===== config.mk =====
export PLATFORM = sky130hd
export DESIGN_NAME = qslerp_front
export DESIGN_NICKNAME = d
export VERILOG_FILES = /design/src/sv/quaternion_slerp_top_defines.svh /design/src/sv/qslerp_pkg.sv /design/src/sv/qslerp_front.sv
export SDC_FILE = /design/constraint.sdc
export NUM_CORES = 2
export LEC_CHECK = 0
export CAP_MARGIN = 20
export CORE_MARGIN = 2
export CORE_UTILIZATION = 50
export DETAILED_ROUTE_END_ITERATION = 10
export DONT_BUFFER_PORTS = 1
export PLACE_DENSITY_LB_ADDON = 0.1
export RECOVER_POWER = 100
export SLEW_MARGIN = 15
export SYNTH_ARGS = -nofsm -noshare
export SYNTH_HDL_FRONTEND = slang
export SYNTH_SLANG_ARGS = --single-unit

===== constraint.sdc =====
create_clock -name clk -period 8.95 [get_ports clk]
set_clock_uncertainty 0.1 [all_clocks]
set_input_delay 0.895 -clock clk [delete_from_list [all_inputs] [get_ports clk]]
set_output_delay 0.895 -clock clk [all_outputs]
set_load 0.05 [all_outputs]

===== src/sv/quaternion_slerp_top_defines.svh =====
// Assertion macros shared by the quaternion slerp RTL.
// Used by the files that carry concurrent checks; depends on clk and arst_n in scope.
`ifndef QUATERNION_SLERP_TOP_DEFINES_SVH
`define QUATERNION_SLERP_TOP_DEFINES_SVH
// Same-cycle implication, disabled during reset
`define QS_ASSERT_NOW(lbl, ante, cons, msg) \
	lbl: assert property (@(posedge clk) disable iff (!arst_n) (ante) |-> (cons)) \
		else $error(msg);
// Next-cycle implication, disabled during reset
`define QS_ASSERT_NEXT(lbl, ante, cons, msg) \
	lbl: assert property (@(posedge clk) disable iff (!arst_n) (ante) |=> (cons)) \
		else $error(msg);
`endif


===== src/sv/qslerp_pkg.sv =====
// Shared types, constants and the CORDIC angle table for the quaternion slerp block.
// No dependencies; used by every module of the block.
package qslerp_pkg;

	localparam int CW      = 16;
	localparam int STEPS   = 16;
	localparam int QDEPTH  = 4;
	localparam int QAW     = 2;
	localparam int QCW     = 3;
	localparam int ROOT_STEPS = 31;
	localparam int DIV_STEPS  = 62;
	localparam int MAC_LAST   = 8;

	localparam logic [14:0] ONE14 = 15'd16384;
	localparam logic [30:0] ONE30 = 31'h4000_0000;

	// One classified item between front and back
	typedef struct packed {
		logic [3:0][15:0] a;
		logic [3:0][16:0] b;
		logic [14:0]      t;
		logic [13:0]      c;
		logic             trig;
	} qs_item_t;

	typedef enum logic [3:0] {
		ST_IDLE,
		ST_SQ,
		ST_ROOT,
		ST_ATAN,
		ST_ANG1,
		ST_ANG0,
		ST_SIN,
		ST_DPREP,
		ST_DIV,
		ST_WGT,
		ST_MAC
	} back_state_t;

	// floor(atan(2^-i) * 2^30)
	function automatic logic [30:0] atan_at(input logic [4:0] i);
		logic [30:0] v;
		case (i)
			5'd0:  v = 31'd843314856;
			5'd1:  v = 31'd497837829;
			5'd2:  v = 31'd263043836;
			5'd3:  v = 31'd133525158;
			5'd4:  v = 31'd67021686;
			5'd5:  v = 31'd33543515;
			5'd6:  v = 31'd16775850;
			5'd7:  v = 31'd8388437;
			5'd8:  v = 31'd4194282;
			5'd9:  v = 31'd2097149;
			5'd10: v = 31'd1048575;
			5'd11: v = 31'd524287;
			5'd12: v = 31'd262143;
			5'd13: v = 31'd131071;
			5'd14: v = 31'd65535;
			5'd15: v = 31'd32767;
			5'd16: v = 31'd16383;
			5'd17: v = 31'd8191;
			5'd18: v = 31'd4095;
			5'd19: v = 31'd2047;
			5'd20: v = 31'd1023;
			5'd21: v = 31'd511;
			5'd22: v = 31'd255;
			5'd23: v = 31'd127;
			5'd24: v = 31'd63;
			5'd25: v = 31'd31;
			5'd26: v = 31'd15;
			5'd27: v = 31'd7;
			5'd28: v = 31'd3;
			5'd29: v = 31'd1;
			default: v = 31'd0;
		endcase
		return v;
	endfunction

endpackage


===== src/sv/qslerp_front.sv =====
// Front end: clamps the blend, forms the rounded dot product and classifies the word.
// Depends on qslerp_pkg.
module qslerp_front (
	input  logic                     clk,
	input  logic                     arst_n,
	input  logic                     take,
	input  logic [3:0][15:0]         a_in,
	input  logic [3:0][15:0]         b_in,
	input  logic [15:0]              blend_in,
	input  logic [14:0]              thr,
	output logic                     item_valid,
	output qslerp_pkg::qs_item_t     item,
	output logic [1:0]               inflight
);

	logic                 valid_s1, valid_s2;
	logic [3:0][15:0]     a_s1;
	logic [3:0][15:0]     b_s1;
	logic [3:0][31:0]     p_s1;
	logic [14:0]          t_s1;
	qslerp_pkg::qs_item_t item_s2;

	logic [14:0]          t_clamp;
	logic signed [33:0]   psum;
	logic signed [19:0]   dot;
	logic signed [20:0]   dot_abs;
	logic signed [21:0]   diff;
	logic                 neg;
	qslerp_pkg::qs_item_t item_d;

	// clamp blend to [0, one]
	always_comb begin
		if (blend_in[15]) begin
			t_clamp = '0;
		end else if (blend_in[14:0] > qslerp_pkg::ONE14) begin
			t_clamp = qslerp_pkg::ONE14;
		end else begin
			t_clamp = blend_in[14:0];
		end
	end

	// stage 1: products
	always_ff @(posedge clk or negedge arst_n) begin
		if (!arst_n) begin
			valid_s1 <= 1'b0;
		end else begin
			valid_s1 <= take;
		end
	end

	always_ff @(posedge clk) begin
		a_s1 <= a_in;
		b_s1 <= b_in;
		t_s1 <= t_clamp;
		for (int k = 0; k < 4; k++) begin
			p_s1[k] <= 32'($signed(a_in[k]) * $signed(b_in[k]));
		end
	end

	// dot, sign fold and path choice
	always_comb begin
		psum = '0;
		for (int k = 0; k < 4; k++) begin
			psum = psum + 34'($signed(p_s1[k]));
		end
		dot     = 20'((psum + 34'sd8192) >>> 14);
		neg     = dot[19];
		dot_abs = neg ? -21'(dot) : 21'(dot);
		diff    = 22'sd16384 - 22'(dot_abs);
		item_d.a    = a_s1;
		item_d.t    = t_s1;
		item_d.c    = dot_abs[13:0];
		item_d.trig = diff > $signed({7'b0, thr});
		for (int k = 0; k < 4; k++) begin
			item_d.b[k] = neg ? -{b_s1[k][15], b_s1[k]} : {b_s1[k][15], b_s1[k]};
		end
	end

	// stage 2: classified word
	always_ff @(posedge clk or negedge arst_n) begin
		if (!arst_n) begin
			valid_s2 <= 1'b0;
		end else begin
			valid_s2 <= valid_s1;
		end
	end

	always_ff @(posedge clk) begin
		item_s2 <= item_d;
	end

	assign item_valid = valid_s2;
	assign item       = item_s2;
	assign inflight   = {1'b0, valid_s1} + {1'b0, valid_s2};

endmodule


==> results by group <==
Critical path
  – Slowest stage cell, crit path: xnor2_4
  – Crit Path Max Fanout: 24
  – CP peak stage delay: 640 ps
  – R2R Setup Slk: around 1500 ps
  – R2R Path Start: p_s1[12]
  – CP Data Required Time: a little over 9000 ps
  – Cell with the most instances on the worst path: o21a_1
  – Crit start category: register
  – Crit path DAT: 7810 ps
  – Crit path kind: reg -> reg
  – Reg-to-reg critical path endpoint: item[0]
  – Worst Reg-to-Reg Cells: 30
  – Worst Setup End Kind: register

Clocking
  – Number of buffers created by CTS: 49
  – H-Tree Depth: 2
  – Clock sink total: 435
  – Setup bufs post-CTS: 0
  – CTS resizes: 0
  – CTS Root Cell: clkbuf_16
  – Clock buffer depth: 3
  – Clock latency on the worst-skew pair: 650 ps
  – CTS tree: built
  – Clock slew at reported path FFs: roughly 70 ps
  – Cts hold-fix bufs: 1

Detailed routing
  – ANT nets after route: 0
  – DR iter-0 viols: 1494
  – Vias/cell: ~5
  – Drt total wl: 126000 microns
  – Vias: 34.9k
  – DRC Markers: 0
  – DR WL/cell: 18.6 microns
  – DRT Pass-1 Iters: 5

Floorplanning
  – Initial core utilization: 0.506
  – Die area: ~110000 sq um
  – Die H: between 300 and 400 microns
  – Io pins: 327
  – Die width: 331 microns
  – # rows: 119
  – Placeable Area: 106000 sq um

Global routing
  – First-pass GRT wire length: 210000 microns
  – Overall routing resource usage: 0.246
  – Initial antenna violation count: 7
  – Grt total ovfl: 0
  – Largest net degree at the start of global routing: 40
  – Vias in the first global route: between 30k and 40k

Final layout
  – Final Core Density: 0.533
  – Area Overhead vs Synth: 5.41%
  – Fraction of layout cells with a size suffix above 1: 0.0206
  – Nets@finish: 7035

Min path
  – HP Start: b_in[32]
  – Min-Delay Path Depth: 0
  – Worst hold endpoint: b_s1[32]
  – Hold WC Path Type: in -> reg

Synthesis
  – EDFF count, synth: 0
  – Netlist cell types: 80
  – Synth Cell Area: 53400 sq um
  – Syn nets: 7122
  – Post-Syn Area per Cell: 9.83 sq um
  – Sequential share of the synthesized area: 0.163
  – Post-synthesis cell count: 5437
  – Async SR Flop Fraction: 0.00460
  – Ys Warns: 0
  – Flip-flop and latch count after synthesis: 435
  – Top FF cell, synth: dfxtp_1

STA
  – # setup viols final: 0
  – RSZ-0062 raised after global routing: false
  – Fmax: between 100 and 150 MHz
  – Worst-margin pin slew: 2350 ps
  – Final Max Tran Viols: 72
  – Slew headroom: -0.570
  – Setup ws final: approximately 1500 ps
  – Final period util: 0.827
  – Total negative slack: 0 ps
  – Tmin final: 7400 ps
  – Final hold violation count: 0

Placed design
  – Input/output buffers: 0
  – GP Congestion: approximately 0.85
  – HPWL Detailed: around 100000 microns
  – Worst slack, placed: 1610 ps

Run status
  – Failing checks: max-capacitance violations, max-slew violations
  – Status: finished with violations

Job
  – Max cap viols: 2
-- layout by cell type, fill, tap and decap left out, types with 8 or more instances in the layout --
master | Yosys | layout
inv_1 | 1272 | 1272
fa_1 | 1112 | 1112
nand2_1 | 598 | 598
dfxtp_1 | 433 | 433
ha_1 | 411 | 411
and2_1 | 444 | 406
xnor2_1 | 167 | 168
a21oi_1 | 110 | 111
nor2_1 | 101 | 101
nand2b_1 | 77 | 77
o21ai_0 | 74 | 76
xor2_1 | 67 | 67
a21o_1 | 53 | 53
clkbuf_16 | 0 | 49
nor3_1 | 46 | 46
and2_0 | 0 | 38
nand3_1 | 32 | 32
o21a_1 | 29 | 29
o21bai_1 | 22 | 22
and3_1 | 21 | 21
o31ai_1 | 16 | 17
nor2b_1 | 16 | 16
o41ai_1 | 15 | 16
a211oi_1 | 15 | 15
nand4_1 | 14 | 14
clkbuf_1 | 141 | 13
a31oi_1 | 11 | 11
nor4_1 | 10 | 10
or3_1 | 9 | 9
or4_1 | 8 | 8
-- state kept, by name, summed over array words and instances, names as in the netlist --
name / cells
item: 162
p_s1: 128
a_s1: 64
b_s1: 64
t_s1: 15
item_valid: 1
valid_s1: 1
-- logic make-up (layout without fill, tap and decap cells) --
kind of cell | count (synthesis) | in the layout | synth area share
xor+xnor | 236 | 236 | 0.0390
simple gates | 1406 | 1406 | 0.132
mux | 7 | 7 | 0.00134
fa+ha+maj | 1523 | 1523 | 0.513
compound gates | 416 | 416 | 0.0525
buf+inv | 1414 | 1365 | 0.0994
flops | 435 | 435 | 0.163
other cells | 0 | 2 | 0
-- Yosys cell counts, types with 4 or more instances --
| cell | number | area share |
|---|---|---|
| ha_1 | 411 | 0.096 |
| o31ai_1 | 16 | 0.0022 |
| and3_1 | 21 | 0.0025 |
| o31a_1 | 4 | 0.00066 |
| nand4_1 | 14 | 0.0016 |
| nor4_1 | 10 | 0.0012 |
| a211o_1 | 6 | 0.00098 |
| a21oi_1 | 110 | 0.010 |
| a21o_1 | 53 | 0.0074 |
| a31oi_1 | 11 | 0.0013 |
| inv_1 | 1272 | 0.089 |
| o211ai_1 | 6 | 0.00084 |
| nor2b_1 | 16 | 0.0019 |
| o21ai_0 | 74 | 0.0069 |
| nand2b_1 | 77 | 0.0090 |
| nand3b_1 | 7 | 0.00098 |
| a31o_2 | 5 | 0.00082 |
| o21bai_1 | 22 | 0.0031 |
| xor2_1 | 67 | 0.011 |
| nand3_1 | 32 | 0.0030 |
| and2_1 | 444 | 0.052 |
| clkbuf_1 | 141 | 0.0099 |
| or2_2 | 7 | 0.00082 |
| a21boi_0 | 4 | 0.00056 |
| mux2i_1 | 6 | 0.0011 |
| o21ai_1 | 4 | 0.00037 |
| nand2_1 | 598 | 0.042 |
| nor3_1 | 46 | 0.0043 |
| a211oi_1 | 15 | 0.0021 |
| o21a_1 | 29 | 0.0041 |
| o2111ai_1 | 4 | 0.00066 |
| fa_1 | 1112 | 0.42 |
| xnor2_1 | 167 | 0.027 |
| or4_1 | 8 | 0.0011 |
| or3_1 | 9 | 0.0011 |
| nor2_1 | 101 | 0.0071 |
| o41ai_1 | 15 | 0.0025 |
| dfxtp_1 | 433 | 0.16 |
-- cell type report --
| type | count | area, sq um |
|---|---|---|
| diodes | 2 | 5.00 |
| clock buffers | 66 | 1360 |
| clock inverters | 23 | 308 |
| fillers | 9664 | 49300 |
| inverters | 1272 | 4770 |
| multi-input cells | 3588 | 39400 |
| flip-flops and latches | 435 | 8720 |
| well taps | 1391 | 1740 |
| repair buffers | 4 | 21.3 |
-- worst max-delay path: cells and delay by family (launching register included) --
kind / cells / cell delay, ps
DFF: 1 / 310
adders and majority gates: 6 / 2320
AOI/OAI and AO/OA: 17 / 3410
buffers and inverters: 2 / 100
xor gates and xnor gates: 1 / 640
and+or+nand+nor: 4 / 400
-- per-layer routing --
layer | vias to the layer above | track usage | part of all wire
li1 | 16000 | - | -
met1 | 18000 | 0.339 | 0.44
met2 | 802 | 0.413 | 0.49
met3 | 139 | 0.0372 | 0.054
met4 | 0 | 0.0481 | 0.020
met5 | - | 0 | 0
-- through the flow --
stage,hold WS [ps],std cells,instance area (sq um)
floorplan,210,5437,53400
global placement,210,6689,54700
detailed placement,212,6689,54700
CTS,120,6779,56300
global route,128,6779,56300
finish,171,6781,56300
-- how the worst max path moves through the flow --
| stage | startpoint | slack (ps) | to | cells after the start |
|---|---|---|---|---|
| global route | p_s1[12] | 870 | item[0] | 30 |
| floorplan | b_in[49] | 1850 | p_s1[126] | 25 |
| CTS | p_s1[12] | 1560 | item[0] | 30 |
| finish | p_s1[12] | 1550 | item[0] | 30 |
| detailed placement | p_s1[12] | 1610 | item[0] | 30 |
| global placement | a_in[58] | 1690 | p_s1[126] | 24 |
Power is left out: the tool's default activity adds up to more than one toggle a clock period on the data nets, which glitch-free logic cannot reach.
