## src/sv/quaternion_slerp_top_defines.svh

```systemverilog
// Assertion macros shared by the quaternion slerp RTL.
// Used by the files that carry concurrent checks; depends on clk and arst_n in scope.
`ifndef QUATERNION_SLERP_TOP_DEFINES_SVH
`define QUATERNION_SLERP_TOP_DEFINES_SVH
// Same-cycle implication, disabled during reset
`define QS_ASSERT_NOW(lbl, ante, cons, msg) \
	lbl: assert property (@(posedge clk) disable iff (!arst_n) (ante) |-> (cons)) \
		else $error(msg);
// Next-cycle implication, disabled during reset
`define QS_ASSERT_NEXT(lbl, ante, cons, msg) \
	lbl: assert property (@(posedge clk) disable iff (!arst_n) (ante) |=> (cons)) \
		else $error(msg);
`endif

```

## src/sv/qslerp_pkg.sv

```systemverilog
// Shared types, constants and the CORDIC angle table for the quaternion slerp block.
// No dependencies; used by every module of the block.
package qslerp_pkg;

	localparam int CW      = 16;
	localparam int STEPS   = 16;
	localparam int QDEPTH  = 4;
	localparam int QAW     = 2;
	localparam int QCW     = 3;
	localparam int ROOT_STEPS = 31;
	localparam int DIV_STEPS  = 62;
	localparam int MAC_LAST   = 8;

	localparam logic [14:0] ONE14 = 15'd16384;
	localparam logic [30:0] ONE30 = 31'h4000_0000;

	// One classified item between front and back
	typedef struct packed {
		logic [3:0][15:0] a;
		logic [3:0][16:0] b;
		logic [14:0]      t;
		logic [13:0]      c;
		logic             trig;
	} qs_item_t;

	typedef enum logic [3:0] {
		ST_IDLE,
		ST_SQ,
		ST_ROOT,
		ST_ATAN,
		ST_ANG1,
		ST_ANG0,
		ST_SIN,
		ST_DPREP,
		ST_DIV,
		ST_WGT,
		ST_MAC
	} back_state_t;

	// floor(atan(2^-i) * 2^30)
	function automatic logic [30:0] atan_at(input logic [4:0] i);
		logic [30:0] v;
		case (i)
			5'd0:  v = 31'd843314856;
			5'd1:  v = 31'd497837829;
			5'd2:  v = 31'd263043836;
			5'd3:  v = 31'd133525158;
			5'd4:  v = 31'd67021686;
			5'd5:  v = 31'd33543515;
			5'd6:  v = 31'd16775850;
			5'd7:  v = 31'd8388437;
			5'd8:  v = 31'd4194282;
			5'd9:  v = 31'd2097149;
			5'd10: v = 31'd1048575;
			5'd11: v = 31'd524287;
			5'd12: v = 31'd262143;
			5'd13: v = 31'd131071;
			5'd14: v = 31'd65535;
			5'd15: v = 31'd32767;
			5'd16: v = 31'd16383;
			5'd17: v = 31'd8191;
			5'd18: v = 31'd4095;
			5'd19: v = 31'd2047;
			5'd20: v = 31'd1023;
			5'd21: v = 31'd511;
			5'd22: v = 31'd255;
			5'd23: v = 31'd127;
			5'd24: v = 31'd63;
			5'd25: v = 31'd31;
			5'd26: v = 31'd15;
			5'd27: v = 31'd7;
			5'd28: v = 31'd3;
			5'd29: v = 31'd1;
			default: v = 31'd0;
		endcase
		return v;
	endfunction

endpackage

```

## src/sv/qslerp_fifo.sv

```systemverilog
// Short queue of classified words between the front and back ends.
// Depends on qslerp_pkg and quaternion_slerp_top_defines.svh.
`include "quaternion_slerp_top_defines.svh"
module qslerp_fifo (
	input  logic                            clk,
	input  logic                            arst_n,
	input  logic                            push,
	input  qslerp_pkg::qs_item_t            wdata,
	input  logic                            pop,
	output qslerp_pkg::qs_item_t            rdata,
	output logic                            not_empty,
	output logic [qslerp_pkg::QCW-1:0]      count
);

	localparam int QCW = qslerp_pkg::QCW;

	qslerp_pkg::qs_item_t            mem_q [qslerp_pkg::QDEPTH];
	logic [qslerp_pkg::QAW-1:0]      wr_q, rd_q;
	logic [qslerp_pkg::QCW-1:0]      cnt_q;

	// advance pointers and count
	always_ff @(posedge clk or negedge arst_n) begin
		if (!arst_n) begin
			wr_q  <= '0;
			rd_q  <= '0;
			cnt_q <= '0;
		end else begin
			if (push) begin
				wr_q <= wr_q + 1'b1;
			end
			if (pop) begin
				rd_q <= rd_q + 1'b1;
			end
			cnt_q <= cnt_q + QCW'(push) - QCW'(pop);
		end
	end

	// hold entries
	always_ff @(posedge clk) begin
		if (push) begin
			mem_q[wr_q] <= wdata;
		end
	end

	assign rdata     = mem_q[rd_q];
	assign not_empty = cnt_q != '0;
	assign count     = cnt_q;

	`QS_ASSERT_NOW(a_no_overflow, push && !pop, cnt_q != QCW'(qslerp_pkg::QDEPTH), "queue overflow")
	`QS_ASSERT_NOW(a_no_underflow, pop, cnt_q != '0, "queue underflow")

endmodule

```

## config.mk

```make
export PLATFORM = sky130hd
export DESIGN_NAME = qslerp_fifo
export DESIGN_NICKNAME = d
export VERILOG_FILES = /design/src/sv/qslerp_pkg.sv /design/src/sv/qslerp_fifo.sv
export VERILOG_INCLUDE_DIRS = /design/src /design/src/sv
export SDC_FILE = /design/constraint.sdc
export NUM_CORES = 1
export LEC_CHECK = 0
export BUFFER_PORTS_ARGS = -buffer_cell sky130_fd_sc_hd__buf_2
export CELL_PAD_IN_SITES_DETAIL_PLACEMENT = 0
export CELL_PAD_IN_SITES_GLOBAL_PLACEMENT = 1
export CORE_ASPECT_RATIO = 1.25
export CORE_MARGIN = 10
export CORE_UTILIZATION = 50
export DETAILED_ROUTE_END_ITERATION = 7
export PLACE_DENSITY = 0.87
export RECOVER_POWER = 50
export SYNTH_ARGS = -nofsm -noshare
export SYNTH_HDL_FRONTEND = slang
export SYNTH_SLANG_ARGS = --single-unit
```

## constraint.sdc

```tcl
create_clock -name clk -period 5.4 [get_ports clk]
set_input_delay 0.54 -clock clk [delete_from_list [all_inputs] [get_ports clk]]
set_output_delay 0.54 -clock clk [all_outputs]
set_load 0.01 [all_outputs]
```

==> results of run 1 <==
[worst max path at each step]
stage | start | end | slack (ns) | cells after the start
2_1_floorplan | wr_q[0]$_DFFE_PN0P_ | mem_q[0][0]$_DFFE_PP_ | 0.54 | 3
3_3_place_gp | rd_q[1]$_DFFE_PN0P_ | rdata[6] | 2.60 | 3
3_5_place_dp | rd_q[1]$_DFFE_PN0P_ | rdata[15] | 2.60 | 3
4_1_cts | rd_q[1]$_DFFE_PN0P_ | rdata[15] | 1.94 | 3
5_1_grt | wr_q[0]$_DFFE_PN0P_ | mem_q[2][98]$_DFFE_PP_ | 1.45 | 4
6_report | wr_q[0]$_DFFE_PN0P_ | mem_q[2][90]$_DFFE_PP_ | 1.73 | 4
[power by group]
group	internal (W)	total (W)	switching [W]
registers	0.00665	0.00694	0.000291
clock network	0.00257	0.00431	0.00175
logic	0.00194	0.00435	0.00241
[cell families (layout without fill, tap and decap cells)]
| logic type | after synthesis | count (layout) | share of synthesized area |
|---|---|---|---|
| multiplexers | 162 | 162 | 0.154 |
| AND/OR/NAND/NOR | 7 | 7 | 0.00163 |
| flip-flops | 655 | 655 | 0.826 |
| buffers and inverters | 42 | 462 | 0.0123 |
| AO/OA/AOI/OAI | 1 | 1 | 0.000210 |
| XOR/XNOR | 5 | 5 | 0.00184 |
| other | 0 | 6 | 0 |
| adder cells (fa/ha/maj) | 7 | 7 | 0.00400 |
[worst max-delay path: stages, from the launching register on]
cell and delay (ns):
dfrtp_1 0.42, inv_1 0.10, ha_1 0.13, and2_0 1.72, buf_4 0.82
[repair_timing]
action	CTS	global route
hold buffers	1	0
resized for setup	0	0
hold endpoints to repair	7	0
[through the flow]
stage          hold slack [ns]  total power [W]  utilization  instance area [um2]  cells
2_1_floorplan            0.244          0.00996            -                23800    879
3_3_place_gp             0.393           0.0115        0.555                26100   1824
3_5_place_dp             0.399           0.0115        0.555                26100   1824
4_1_cts                  0.103           0.0159        0.599                28200   1936
5_1_grt                  0.160           0.0163        0.595                28000   1940
6_report                 0.187           0.0156        0.595                28000   1942
[cell usage after synthesis (all sizes together)]
master,number,area share
xnor2,3,0.0011
fa,1,0.00084
edfxtp,648,0.82
xor2,2,0.00074
inv,6,0.00095
nand2,2,0.00032
ha,6,0.0032
mux4,162,0.15
and2,4,0.0011
or3,1,0.00026
clkbuf,1,0.00016
buf,35,0.011
o21ai,1,0.00021
dfrtp,7,0.0074
[state kept, by name, summed over array words and instances (netlist names)]
register and count:
mem_q 648, count 3, rd_q 2, wr_q 2
[per-layer routing]
layer	up-vias	routed length, um	global-route usage
li1	4563	-	-
met1	5577	16900	0.196
met2	333	24900	0.281
met3	101	3570	0.0523
met4	12	1570	0.0633
met5	-	60	0
[area by class of cell]
cell class,count,area share
clock buffers,69,0.0563
well taps,637,0.0285
repair buffers,345,0.0588
flip-flops and latches,655,0.701
clock inverters,42,0.0168
inverters,6,0.000804
multi-input cells,182,0.137
diodes,6,0.000536
==> results.toml, run 1 <==
[run_status]
run_status = "complete, but fails checks"
violations = "capacitance limit, slew limit"

[global_routing]
overflow = 0
grt_pass1_vias = 11400
grt_first_pass_wirelength_mm = 72.2
grt_antenna_before_repair = 11
grt_start_max_net_pins = 84
global_route.usage.total = 0.166

[timing]
fmaxAchievable_ghz = 0.273
timing_worst_slew_pin_value_ns = 2.36
grt_setup_unrepaired = "false"
setup_ws_ns = 1.73
final-hold-violation-count = 0
timing.final.crit_period_ns = 3.67
finalSetupViolCount = 0
relSlewSlack = -0.574
fin_crit_sh = 0.679
final.setup_skew_ns = 0.0163
final.setup.tns_ns = 0
report.final.slew_viol_count = 31

[layout]
nets = 1422
area_growth_syn_to_layout_pct = 17.9
register_area_um2 = 19600
num-fill-cells = 3326
mostFrequentLayoutCell = "edfxtp_1"
most-common-layout-cells = "edfxtp_1, clkbuf_1, buf_2"
multi_input_area_um2 = 3840
share_of_post_route_cells_with_drive_strength_above_1 = 0.340

[floorplan]
number_of_ports_placed_on_the_die_boundary = 332
chip_width_um = 215
placeableCoreArea_um2 = 47100
fp-row-count = 89
total_die_area_um2 = 56700
start_util = 0.504
floorplan.die.height_um = 264

[critical_path]
worst_setup_path_start_kind = "flop"
worst_setup_end_kind = "flop"
r2r_start = "wr_q[0]$_DFFE_PN0P_"
number_of_cells_traversed_by_the_worst_register_to_register_path = 4
timing_worst_setup_path_type = "reg -> reg"
cp_max_fo = 50
crit_arrival_ns = 3.88
worst_ep_required_time_ns = 5.61
critical_path.reg2reg.endpoint = "mem_q[2][90]$_DFFE_PP_"
r2r_setup_slack_ns = 1.73

[drt]
routed_wire_length_per_instance_um = 24.2
wirelength_mm = 47.0
drt-initial-drc-count = 785
drc = 0
viasPerCell = 5.45
routed-via-count = 10600
drt_pass1_iterations = 5
antenna_violating_nets_post_route = 0

[cts]
worst_skew_pair.late_latency_ns = 0.59
clk_pin_slew_ns = 0.06
h-tree-depth = 2
clock_tree.root_cell = "clkbuf_16"
cts_post_setup_buffers_inserted = 0
clock_tree_from_tritoncts = "done"
cts_made_buffers = 59
cts_max_path_buffers = 3
tritoncts_num_sinks = 655

[min_path]
worst_hold_path_type = "in -> reg"
hold_end = "mem_q[1][62]$_DFFE_PP_"
timing.hold.worst_path_depth = 1
hold_path_startpoint = "wdata[62]"

[place]
gp_congestion = 0.738
dp.final_hpwl_mm = 29.2
port_buffers = 331
preCtsSetupSlack_ns = 2.60

[job]
drv_cap = 1

[logic_synthesis]
synth-warning-count = 0
synth.net_count = 1052
synthesis.area_per_instance_um2 = 27.0
synth.ff_latch_count = 655
synth_cell_types = 16
synth.yosys.seq_area_share = 0.826
netlist_instances = 879
cell_area_after_synthesis_um2 = 23800

[power_and_ir_drop]
power-per-cell-area_nw_per_um2 = 557
power_leakage_nw = 9.14
vdd.ir_drop.worst_mv = 0.425
(Power assumes the default switching activity.)
==> run 2, diff against run 1 <==
Settings changed: CORE_UTILIZATION 50 to 45, PLACE_DENSITY 0.87 to 0.83.
Clock period 5.4 ns to 3.2 ns, I/O delays scaled along.
==> results.toml, run 2 (synthesized netlist as in run 1, its figures left out) <==
[run_status]
run_status = "complete, but fails checks"
violations = "capacitance limit, slew limit"

[floorplan]
placeableCoreArea_um2 = 52500
number_of_ports_placed_on_the_die_boundary = 332
floorplan.die.height_um = 277
start_util = 0.453
fp-row-count = 94
chip_width_um = 226
total_die_area_um2 = 62400

[timing]
fmaxAchievable_ghz = 0.351
timing_worst_slew_pin_value_ns = 1.69
final-hold-violation-count = 0
final.setup_skew_ns = 0.0145
report.final.slew_viol_count = 111
finalSetupViolCount = 0
final.setup.tns_ns = 0
relSlewSlack = -0.124
fin_crit_sh = 0.890
setup_ws_ns = 0.351
timing.final.crit_period_ns = 2.85
grt_setup_unrepaired = "false"

[cts]
postCtsResizedCells = 0
cts_made_buffers = 61
cts_max_path_buffers = 3
holdBufCountCts = 165
clk_pin_slew_ns = 0.06
worst_skew_pair.late_latency_ns = 0.61
tritoncts_num_sinks = 655
clock_tree_from_tritoncts = "done"
h-tree-depth = 2
cts_post_setup_buffers_inserted = 0
clock_tree.root_cell = "clkbuf_16"

[power_and_ir_drop]
total_power_w = 0.0269
power.sequential.fraction = 0.433
power-per-cell-area_nw_per_um2 = 900
cell_internal_pwr_w = 0.0190
netSwitchingFraction = 0.293
vdd.ir_drop.worst_mv = 0.632
share_of_total_power_in_the_clock_network = 0.276
pwr-share-comb = 0.291
power_leakage_nw = 9.89
power.net_switching_w = 0.00788

[layout]
max_reg_flops = 648
largest_register = "mem_q"
mostFrequentLayoutCell = "edfxtp_1"
share_of_post_route_cells_with_drive_strength_above_1 = 0.306
utilization = 0.570
nets = 1598
area_growth_syn_to_layout_pct = 25.8
most-common-layout-cells = "edfxtp_1, clkbuf_1, dlygate4sd3_1, buf_2, mux4_2"
final-instance-count-excl-fill = 2155

[place]
port_buffers = 331
gp_congestion = 0.718
place.detailed.instances = 1869
dp.final_hpwl_mm = 30.6
preCtsSetupSlack_ns = 0.999

[critical_path]
worst_setup_end_kind = "flop"
cp_max_fo = 17
worst_ep_required_time_ns = 3.44
worst_setup_path_start_kind = "flop"
timing.critical_path.slowest_cell_delay_ns = 1.19
timing_worst_setup_path_type = "reg -> reg"
cell_chain_of_the_critical_path = "inv_1 -> ha_1 -> and2_0 -> clkbuf_2"
crit_path_slowest_cell = "and2_0"
crit_arrival_ns = 3.09

[drt]
drt-initial-drc-count = 840
viasPerCell = 5.31
wirelength_mm = 51.2
drc = 0
drt_pass1_iterations = 5
routed_wire_length_per_instance_um = 23.8
routed-via-count = 11400
antenna_violating_nets_post_route = 0

[min_path]
worst_hold_path_type = "in -> async"

[job]
drv_cap = 4

[global_routing]
grt_pass1_vias = 12500
grt_antenna_before_repair = 7
grt_start_max_net_pins = 71
global_route.usage.total = 0.165
overflow = 0
grt_first_pass_wirelength_mm = 78.6
[run 2: layer usage]
| layer | routed length, um | part of all wire | GRT usage |
|---|---|---|---|
| met5 | 27 | 0.00053 | 0 |
| met4 | 1260 | 0.025 | 0.0548 |
| met3 | 3310 | 0.065 | 0.0425 |
| met2 | 27300 | 0.53 | 0.283 |
| met1 | 19300 | 0.38 | 0.199 |
[run 2: power groups by stage]
stage                     registers, W  logic, W  clock network, W
after floorplan                 0.0117   0.00494                 0
after global placement          0.0117   0.00788                 0
after detailed placement        0.0118   0.00790                 0
after CTS                       0.0116   0.00810           0.00760
after global routing            0.0118   0.00841           0.00795
final                           0.0116   0.00783           0.00744
[run 2: final cells by class]
| class | instances | area (um2) |
|---|---|---|
| Inverter | 6 | 22.5 |
| Fill cell | 3816 | 22600 |
| Sequential cell | 655 | 19600 |
| Clock buffer | 75 | 1660 |
| Tap cell | 672 | 841 |
| Timing Repair Buffer | 519 | 3440 |
| Clock inverter | 41 | 444 |
| Antenna cell | 5 | 12.5 |
| Multi-Input combinational cell | 182 | 3830 |
[run 2: worst paths after layout]
kind / from / to / slack, ns / depth (start not counted)
worst max-delay path: wr_q[0]$_DFFE_PN0P_ / mem_q[0][135]$_DFFE_PP_ / 0.35 / 4
worst min-delay path: arst_n / count[2]$_DFF_PN0_ / 0.20 / 2
worst max register to register: wr_q[0]$_DFFE_PN0P_ / mem_q[0][135]$_DFFE_PP_ / 0.35 / 4
worst min register to register: wr_q[0]$_DFFE_PN0P_ / wr_q[0]$_DFFE_PN0P_ / 0.55 / 1
max in group asynchronous: arst_n / rd_q[0]$_DFFE_PN0P_ / 2.68 / 2
min in group clk: pop / rd_q[0]$_DFFE_PN0P_ / 0.51 / 3
[run 2: per-stage QoR]
step	hold WS (ns)	instance area, um2
after floorplan	0.0244	23800
after global placement	0.161	26400
after detailed placement	0.166	26400
after CTS	0.0877	30100
after global routing	0.210	29900
final	0.196	29900
[run 2: critical path: cells and delay by family (launching register included)]
| kind | cells | cell delay [ns] |
|---|---|---|
| flops | 1 | 0.43 |
| fa+ha+maj | 1 | 0.14 |
| buf+inv | 2 | 0.71 |
| simple gates | 1 | 1.19 |
==> run 3, diff against run 2 <==
Settings changed: CORE_UTILIZATION 45 to 47, CTS_BUF_LIST from default to sky130_fd_sc_hd__clkbuf_8, PLACE_DENSITY 0.83 to 0.85, RECOVER_POWER 50 to 100.
==> results.toml, run 3 (synthesized netlist as in run 1, its figures left out) <==
[run_status]
run_status = "complete, but fails checks"
violations = "capacitance limit, slew limit"

[floorplan]
fp-row-count = 92
total_die_area_um2 = 60000
number_of_ports_placed_on_the_die_boundary = 332
start_util = 0.473
floorplan.die.height_um = 271
chip_width_um = 221
placeableCoreArea_um2 = 50200

[critical_path]
r2r_start = "wr_q[1]$_DFFE_PN0P_"
worst_setup_path_start_kind = "flop"
timing.critical_path.slowest_cell_delay_ns = 0.85
number_of_cells_traversed_by_the_worst_register_to_register_path = 4
r2r_setup_slack_ns = 0.26
crit_path_from = "rd_q[1]$_DFFE_PN0P_"
worst_ep_required_time_ns = 2.88
crit_path_slowest_cell = "dfrtp_4"
critical_path.reg2reg.endpoint = "mem_q[1][101]$_DFFE_PP_"
cp_max_fo = 46
crit_arrival_ns = 2.67
cell_chain_of_the_critical_path = "buf_6 -> mux4_2 -> clkbuf_1"
worst_setup_end_kind = "primary output"
timing_worst_setup_path_type = "reg -> out"

[drt]
routed_wire_length_per_instance_um = 23.6
wirelength_met1_mm = 18.8
routed.top_layer = "met4"
drt_pass1_iterations = 5
route.met2.wl_mm = 28.2
wirelength_mm = 52.2
drc = 0
wl_met3_mm = 3.85
drt-initial-drc-count = 931
viasPerCell = 5.30
antenna_violating_nets_post_route = 0
routed-via-count = 11700

[global_routing]
global_route.usage.total = 0.174
grt_pass1_vias = 12900
overflow = 0
grt_antenna_before_repair = 7
grt_first_pass_wirelength_mm = 79.5
grt_start_max_net_pins = 108

[timing]
timing.final.crit_period_ns = 2.99
timing_worst_slew_pin_value_ns = 1.83
final.setup_skew_ns = 0.0275
relSlewSlack = -0.219
final-hold-violation-count = 0
report.final.slew_viol_count = 217
grt_setup_unrepaired = "false"
fmaxAchievable_ghz = 0.335
finalSetupViolCount = 0
final.setup.tns_ns = 0
fin_crit_sh = 0.934

[power_and_ir_drop]
power_leakage_nw = 9.48
power-per-cell-area_nw_per_um2 = 870
vdd.ir_drop.worst_mv = 0.598

[cts]
cts_post_setup_buffers_inserted = 0
cts_max_path_buffers = 3
worst_skew_pair.late_latency_ns = 0.68
clock_tree_from_tritoncts = "done"
clock_tree.root_cell = "clkbuf_8"
cts_made_buffers = 99
tritoncts_num_sinks = 655
clk_pin_slew_ns = 0.06
h-tree-depth = 3

[layout]
share_of_post_route_cells_with_drive_strength_above_1 = 0.219
largest_register = "mem_q"
register_area_um2 = 19600
multi_input_area_um2 = 3830
max_reg_flops = 648
most-common-layout-cells = "edfxtp_1, clkbuf_1, dlygate4sd3_1"
num-fill-cells = 3666
fin_area_um2 = 29400
area_growth_syn_to_layout_pct = 23.6
mostFrequentLayoutCell = "edfxtp_1"
nets = 1642

[place]
dp.final_hpwl_mm = 30.9
gp_congestion = 0.738
port_buffers = 331
placed_cell_area_um2 = 26400

[min_path]
hold_path_startpoint = "pop"
hold_end = "rd_q[0]$_DFFE_PN0P_"
timing.hold.worst_path_depth = 3
worst_hold_path_type = "in -> reg"

[job]
drv_cap = 3
-- run 3: area by class of cell --
| cell class | instances | area share |
|---|---|---|
| Antenna cell | 7 | 0.000597 |
| Clock buffer | 104 | 0.0488 |
| Clock inverter | 71 | 0.0128 |
| Inverter | 6 | 0.000767 |
| Multi-Input combinational cell | 182 | 0.131 |
| Sequential cell | 655 | 0.669 |
| Tap cell | 658 | 0.0280 |
| Timing Repair Buffer | 525 | 0.109 |
-- run 3: what timing repair did --
item | 4_1_cts | 5_1_grt
hold buffers | 166 | 0
gates resized for setup | 0 | 0
hold endpoints to repair | 660 | 0
-- run 3: metrics by stage --
step	total power [W]	hold slack (ns)	utilization	setup slack (ns)	instances
2_1_floorplan	0.0167	0.0244	-	0.151	879
3_3_place_gp	0.0197	0.165	0.526	0.963	1860
3_5_place_dp	0.0198	0.170	0.526	0.959	1860
4_1_cts	0.0263	0.293	0.596	0.172	2201
5_1_grt	0.0268	0.395	0.585	0.0727	2207
6_report	0.0255	0.429	0.585	0.211	2208
-- run 3: worst max-delay path: cells and delay by family, from the launching register on --
family | cells | cell delay [ns]
multiplexers | 1 | 0.43
buffers and inverters | 2 | 0.66
flip-flops | 1 | 0.85
-- run 3: routing by layer --
metal | global-route usage | vias up
met2 | 0.299 | 480
met5 | 0 | -
met1 | 0.200 | 6124
met3 | 0.0497 | 80
li1 | - | 5024
met4 | 0.0733 | 0
-- run 3: report_power, final --
| part | switching, W | internal [W] |
|---|---|---|
| registers | 0.000532 | 0.0113 |
| clock network | 0.00308 | 0.00317 |
| logic | 0.00429 | 0.00318 |
-- run 3: worst max-delay path by stage --
stage | to | slack, ns | cells past startpoint
after global routing | mem_q[1][37]$_DFFE_PP_ | 0.07 | 4
final | rdata[124] | 0.21 | 3
after floorplan | mem_q[0][0]$_DFFE_PP_ | 0.15 | 3
after CTS | rdata[138] | 0.17 | 4
after detailed placement | rdata[138] | 0.96 | 4
after global placement | rdata[138] | 0.96 | 4
